**config.mk**
```make
export PLATFORM = sky130hd
export DESIGN_NAME = srsm_cell
export DESIGN_NICKNAME = d
export VERILOG_FILES = /design/src/rtl/core/sorted_range_set_merger_top_defines.svh /design/src/rtl/core/srsm_pkg.sv /design/src/rtl/core/srsm_cell.sv
export SDC_FILE = /design/constraint.sdc
export NUM_CORES = 1
export LEC_CHECK = 0
export BUFFER_PORTS_ARGS = -buffer_cell sky130_fd_sc_hd__buf_2
export CAP_MARGIN = 20
export CORE_MARGIN = 4
export CORE_UTILIZATION = 49
export CTS_BUF_LIST = sky130_fd_sc_hd__clkbuf_2
export CTS_CLUSTER_SIZE = 30
export DETAILED_ROUTE_END_ITERATION = 8
export GPL_TIMING_DRIVEN = 0
export MAX_ROUTING_LAYER = met4
export PLACE_DENSITY = 0.86
export SLEW_MARGIN = 25
export SYNTH_ARGS = -nofsm -noshare
export SYNTH_HDL_FRONTEND = slang
export SYNTH_SLANG_ARGS = --single-unit
```
**constraint.sdc**
```tcl
create_clock -name clk -period 5.1 [get_ports clk]
set_input_delay 0.765 -clock clk [delete_from_list [all_inputs] [get_ports clk]]
set_output_delay 0.765 -clock clk [all_outputs]
set_load 0.005 [all_outputs]
```
**src/rtl/core/sorted_range_set_merger_top_defines.svh**
```systemverilog
// ----------------------------------------------------------------------------
// Sorted range set merger assertion macros
// Shared property forms for the concurrent checks of the block. They rely on
// a clock named clk and an active-low reset named rst_n in the using scope.
// ----------------------------------------------------------------------------
`ifndef SORTED_RANGE_SET_MERGER_TOP_DEFINES_SVH
`define SORTED_RANGE_SET_MERGER_TOP_DEFINES_SVH

// Same-cycle implication, disabled while reset is asserted.
`define SRSM_ASSERT_IMP(lbl, ante, cons, msg) \
    lbl: assert property (@(posedge clk) disable iff (!rst_n) (ante) |-> (cons)) \
        else $error(msg);

// Next-cycle implication, disabled while reset is asserted.
`define SRSM_ASSERT_NXT(lbl, ante, cons, msg) \
    lbl: assert property (@(posedge clk) disable iff (!rst_n) (ante) |=> (cons)) \
        else $error(msg);

`endif

```
**src/rtl/core/srsm_pkg.sv**
```systemverilog
// ----------------------------------------------------------------------------
// Sorted range set merger package
// Types, codes and default sizes shared by the cell chain and the top level.
// ----------------------------------------------------------------------------
`default_nettype none

package srsm_pkg;

    localparam int CAPACITY_DEF   = 32;
    localparam int VALUE_BITS_DEF = 32;
    localparam int MAX_RESULTS    = 32;
    localparam int IO_BITS        = 32;

    typedef enum logic [1:0] {
        REQ_ADD     = 2'd0,
        REQ_DELETE  = 2'd1,
        REQ_POP     = 2'd2,
        REQ_EXTRACT = 2'd3
    } req_type_t;

    typedef enum logic [1:0] {
        STAT_OK    = 2'd0,
        STAT_ZERO  = 2'd1,
        STAT_FULL  = 2'd2,
        STAT_EMPTY = 2'd3
    } status_t;

    typedef enum logic [2:0] {
        S_IDLE,
        S_ADD,
        S_DEL,
        S_POP,
        S_EXT_FIRST,
        S_EXT_RUN
    } state_t;

    typedef enum logic [1:0] {
        CELL_HOLD,
        CELL_INSERT,
        CELL_SHIFT,
        CELL_DELETE
    } cell_op_t;

    // Per-cell compare results handed to the neighbor and the controller.
    typedef struct packed {
        logic after;
        logic match;
    } cell_flags_t;

endpackage

`default_nettype wire

```
**src/rtl/core/srsm_cell.sv**
```systemverilog
// ----------------------------------------------------------------------------
// Sorted range set merger cell
// Holds one range of the sorted table and moves it to or from its neighbors
// on insert, shift and delete commands.
// ----------------------------------------------------------------------------
`default_nettype none

module srsm_cell
    import srsm_pkg::*;
#(
    parameter int VALUE_BITS = VALUE_BITS_DEF,
    parameter int CAPACITY   = CAPACITY_DEF,
    parameter int IDX        = 0
)
(
    input  wire logic                               clk,
    input  wire cell_op_t                           op,
    input  wire logic [$clog2(CAPACITY + 1) - 1:0]  count,
    input  wire logic [VALUE_BITS-1:0]              key,
    input  wire logic [VALUE_BITS-1:0]              key_high,
    input  wire logic [VALUE_BITS-1:0]              prev_low,
    input  wire logic [VALUE_BITS-1:0]              prev_high,
    input  wire logic                               prev_after,
    input  wire logic [VALUE_BITS-1:0]              next_low,
    input  wire logic [VALUE_BITS-1:0]              next_high,
    output logic      [VALUE_BITS-1:0]              low,
    output logic      [VALUE_BITS-1:0]              high,
    output cell_flags_t                             flags
);

    localparam int CNT_W = $clog2(CAPACITY + 1);
    localparam logic [CNT_W-1:0] MY_IDX = CNT_W'(IDX);

    logic [VALUE_BITS-1:0] low_reg;
    logic [VALUE_BITS-1:0] low_next;
    logic [VALUE_BITS-1:0] high_reg;
    logic [VALUE_BITS-1:0] high_next;

    // The table is sorted, so "after" is false up to the insert point and
    // true from there on; the first true cell takes the new range.
    always_comb
    begin
        flags.after = (MY_IDX >= count) || (low_reg > key);
        flags.match = (MY_IDX < count) && (low_reg == key);
    end

    always_comb
    begin
        low_next  = low_reg;
        high_next = high_reg;
        case (op)
            CELL_INSERT:
            begin
                if (flags.after && !prev_after)
                begin
                    low_next  = key;
                    high_next = key_high;
                end
                else if (flags.after)
                begin
                    low_next  = prev_low;
                    high_next = prev_high;
                end
            end
            CELL_SHIFT:
            begin
                low_next  = next_low;
                high_next = next_high;
            end
            CELL_DELETE:
            begin
                // Matches are contiguous, so every cell from the first match
                // on closes the gap left by removing that match.
                if (low_reg >= key)
                begin
                    low_next  = next_low;
                    high_next = next_high;
                end
            end
            default:
            begin
                low_next  = low_reg;
                high_next = high_reg;
            end
        endcase
    end

    always_ff @(posedge clk)
    begin
        low_reg  <= low_next;
        high_reg <= high_next;
    end

    assign low  = low_reg;
    assign high = high_reg;

endmodule

`default_nettype wire
```
==> run_results.csv <==
group,metric,value,unit
route,ant_nets,0,
sta,fin_crit_sh,0.680,
worst_setup_path,startpoint_type,"register",
sta,post-route-min-period,3.47,ns
route,vias,6574,
clock_tree,cts_sinks,64,
die,fp.coreArea,11500,sq um
route,viasPerCell,6.18,
sta,setup_violations,0,
layout,layout_common_cells,"276 x buf_2, 134 x nor2_1, 97 x inv_1, 77 x a21oi_1, 68 x a221oi_1",
worst_setup_path,path_class,"reg -> reg",
layout,area_delta_synth_final,28.2,%
clock_tree,cts_resized,0,
route,wl,20100,um
sta,worstMarginPinSlew,0.750,ns
logic_synthesis,muxShareOfSynthArea,0,
grt,grt_max_degree,37,
die,ioPinCount,268,
grt,met2_usage,0.479,
worst_setup_path,cp.arrival,3.67,ns
worst_setup_path,crit_fanout,36,
logic_synthesis,synth_fa_ha_area_frac,0.0696,
power,power,1.65,mW
logic_synthesis,netlist_area,5750,sq um
hold_path,worstHoldPathType,"in -> reg",
grt,use_met3,0.0435,
clock_tree,cts_buffer_depth,2,
power,power.density,223,nW/um^2
route,wl_per_cell,18.9,um
logic_synthesis,avgSynthCellArea,9.08,sq um
clock_tree,hold_buffers,0,
grt,use_met1,0.348,
die,die_w,116,um
layout,nets,1147,
placement,gp_congestion,0.932,
route,firstDrtPassIters,6,
sta,hold_viol,0,
grt,antenna_found_initial,2,
power,ir_drop,120,uV
placement,placed_area,7300,sq um
logic_synthesis,synthXorXnorAreaFrac,0,
clock_tree,cts-root-buf,"clkbuf_2",
grt,grt-ovfl-total,0,
logic_synthesis,synth_compound_area_frac,0.354,
layout,drive_above_1_share,0.399,
sta,rsz0062_at_grt,"false",
clock_tree,numCtsBuffers,9,
logic_synthesis,synth_top_family_by_area,"compound AO/OA/AOI/OAI gates",
logic_synthesis,yosys_warnings,0,
sta,slew_violations,0,
worst_setup_path,end_kind,"register",
layout,utilization,0.644,
clock_tree,clkLatencyLatePin,0.51,ns
sta,max_freq,0.288,GHz
route,drt_iter0_markers,890,
clock_tree,cts_htree_levels,3,
logic_synthesis,ys_seq_area_frac,0.334,
sta,maxSlewHeadroom,0.500,
clock_tree,cts_tree,"yes",
die,dieArea,13500,sq um
placement,hpwl,15300,um
route,drc_errors,0,
placement,placement.io_buffers,267,
grt,grt-busiest-layer,"met2",
logic_synthesis,synth.distinct_cells,38,
grt,grt_pass1_vias,6262,
logic_synthesis,synth-simple-area-share,0.122,
grt,grt_pass1_wl,29800,um
layout,final_common_cell,"buf_2",
logic_synthesis,synth-seq-cells,64,
power,total_leakage_power,3.56,nW
worst_setup_path,required,5.30,ns
clock_tree,path_clk_slew,0.21,ns
logic_synthesis,syn_nets,868,
logic_synthesis,syn-instance-count,634,
layout,final_design_area_no_fill,7380,sq um
job,maxCapViolCount,0,
status,status,"finished clean",
grt,groute.usage.overall,0.285,
die,rows,39,
die,start_util,0.502,
clock_tree,postCtsSetupRepairBufs,0,
die,fp.dieH,116,um
sta,clock_skew,0.0303,ns
synth_stat cells, drive strengths merged:
master | instances | area share
a2111oi | 1 | 0.0048
a211oi | 1 | 0.0013
a21boi | 1 | 0.0013
a21o | 4 | 0.0052
a21oi | 77 | 0.067
a221oi | 128 | 0.26
a31o | 2 | 0.0030
and3 | 2 | 0.0022
and4 | 1 | 0.0015
buf | 18 | 0.033
clkbuf | 37 | 0.024
edfxtp | 64 | 0.33
ha | 32 | 0.070
inv | 97 | 0.063
nand2 | 6 | 0.0043
nand3 | 8 | 0.0070
nand4 | 7 | 0.011
nor2 | 134 | 0.087
nor2b | 1 | 0.0011
nor3 | 2 | 0.0017
nor4 | 2 | 0.0033
nor4b | 1 | 0.0026
o2111a | 1 | 0.0022
o211ai | 2 | 0.0026
o21a | 1 | 0.0013
o21ai | 1 | 0.00087
o2bb2ai | 1 | 0.0015
o311ai | 1 | 0.0015
o31ai | 1 | 0.0013
power by group:
group	total, mW	switching, mW	internal (mW)	leakage (nW)
clock	0.265	0.205	0.0592	0.0580
sequential	0.701	0.0292	0.672	0.624
combinational	0.683	0.399	0.284	2.88
total	1.65	0.634	1.02	3.56
metal layers:
metal  part of all wire  wire [um]  vias up
met5                  0          0        -
met2               0.49       9790      464
met3               0.10       2110       53
met1               0.39       7740     3087
li1                   -          -     2970
met4              0.022        450        0
area by class of cell:
| cell class | count | area, sq um |
|---|---|---|
| multi-input cells | 418 | 3150 |
| fillers | 997 | 4090 |
| repair buffers | 268 | 1360 |
| clock buffers | 10 | 50.0 |
| inverters | 97 | 364 |
| clock inverters | 6 | 26.3 |
| well taps | 143 | 179 |
| diodes | 2 | 5.00 |
| flip-flops and latches | 64 | 1920 |
| plain buffers | 55 | 327 |
through the flow:
stage	setup slack (ns)	hold slack, ns	std cells	TNS (ns)
2_1_floorplan	1.03	1.05	634	0
3_3_place_gp	-0.444	1.16	1044	-28.18
3_5_place_dp	1.18	1.16	1045	0
4_1_cts	1.63	0.578	1061	0
5_1_grt	1.39	0.567	1063	0
6_report	1.63	0.616	1063	0
critical path, cell delays in order (launching register included):
cell and delay (ns):
edfxtp_1 0.46, ha_1 0.38, nand4_4 0.18, nor4_1 0.45
o31ai_1 0.16, nand2_1 0.12, clkbuf_1 0.51, a31o_4 0.57
buf_12 0.31
path summary, 6_finish.rpt:
| kind | startpoint | to | slack [ns] | cells past startpoint |
|---|---|---|---|---|
| min reg2reg | low[2] | low[30] | 1.47 | 6 |
| max | low[30] | high[26] | 1.63 | 8 |
| min | prev_high[22] | high[22] | 0.62 | 3 |
| max reg2reg | low[30] | high[26] | 1.63 | 8 |
cell families after synthesis:
| family | Yosys count |
|---|---|
| AOI/OAI and AO/OA | 222 |
| and+or+nand+nor | 164 |
| buffers and inverters | 152 |
| DFF | 64 |
| adders and majority gates | 32 |
(Power assumes the default switching activity.)
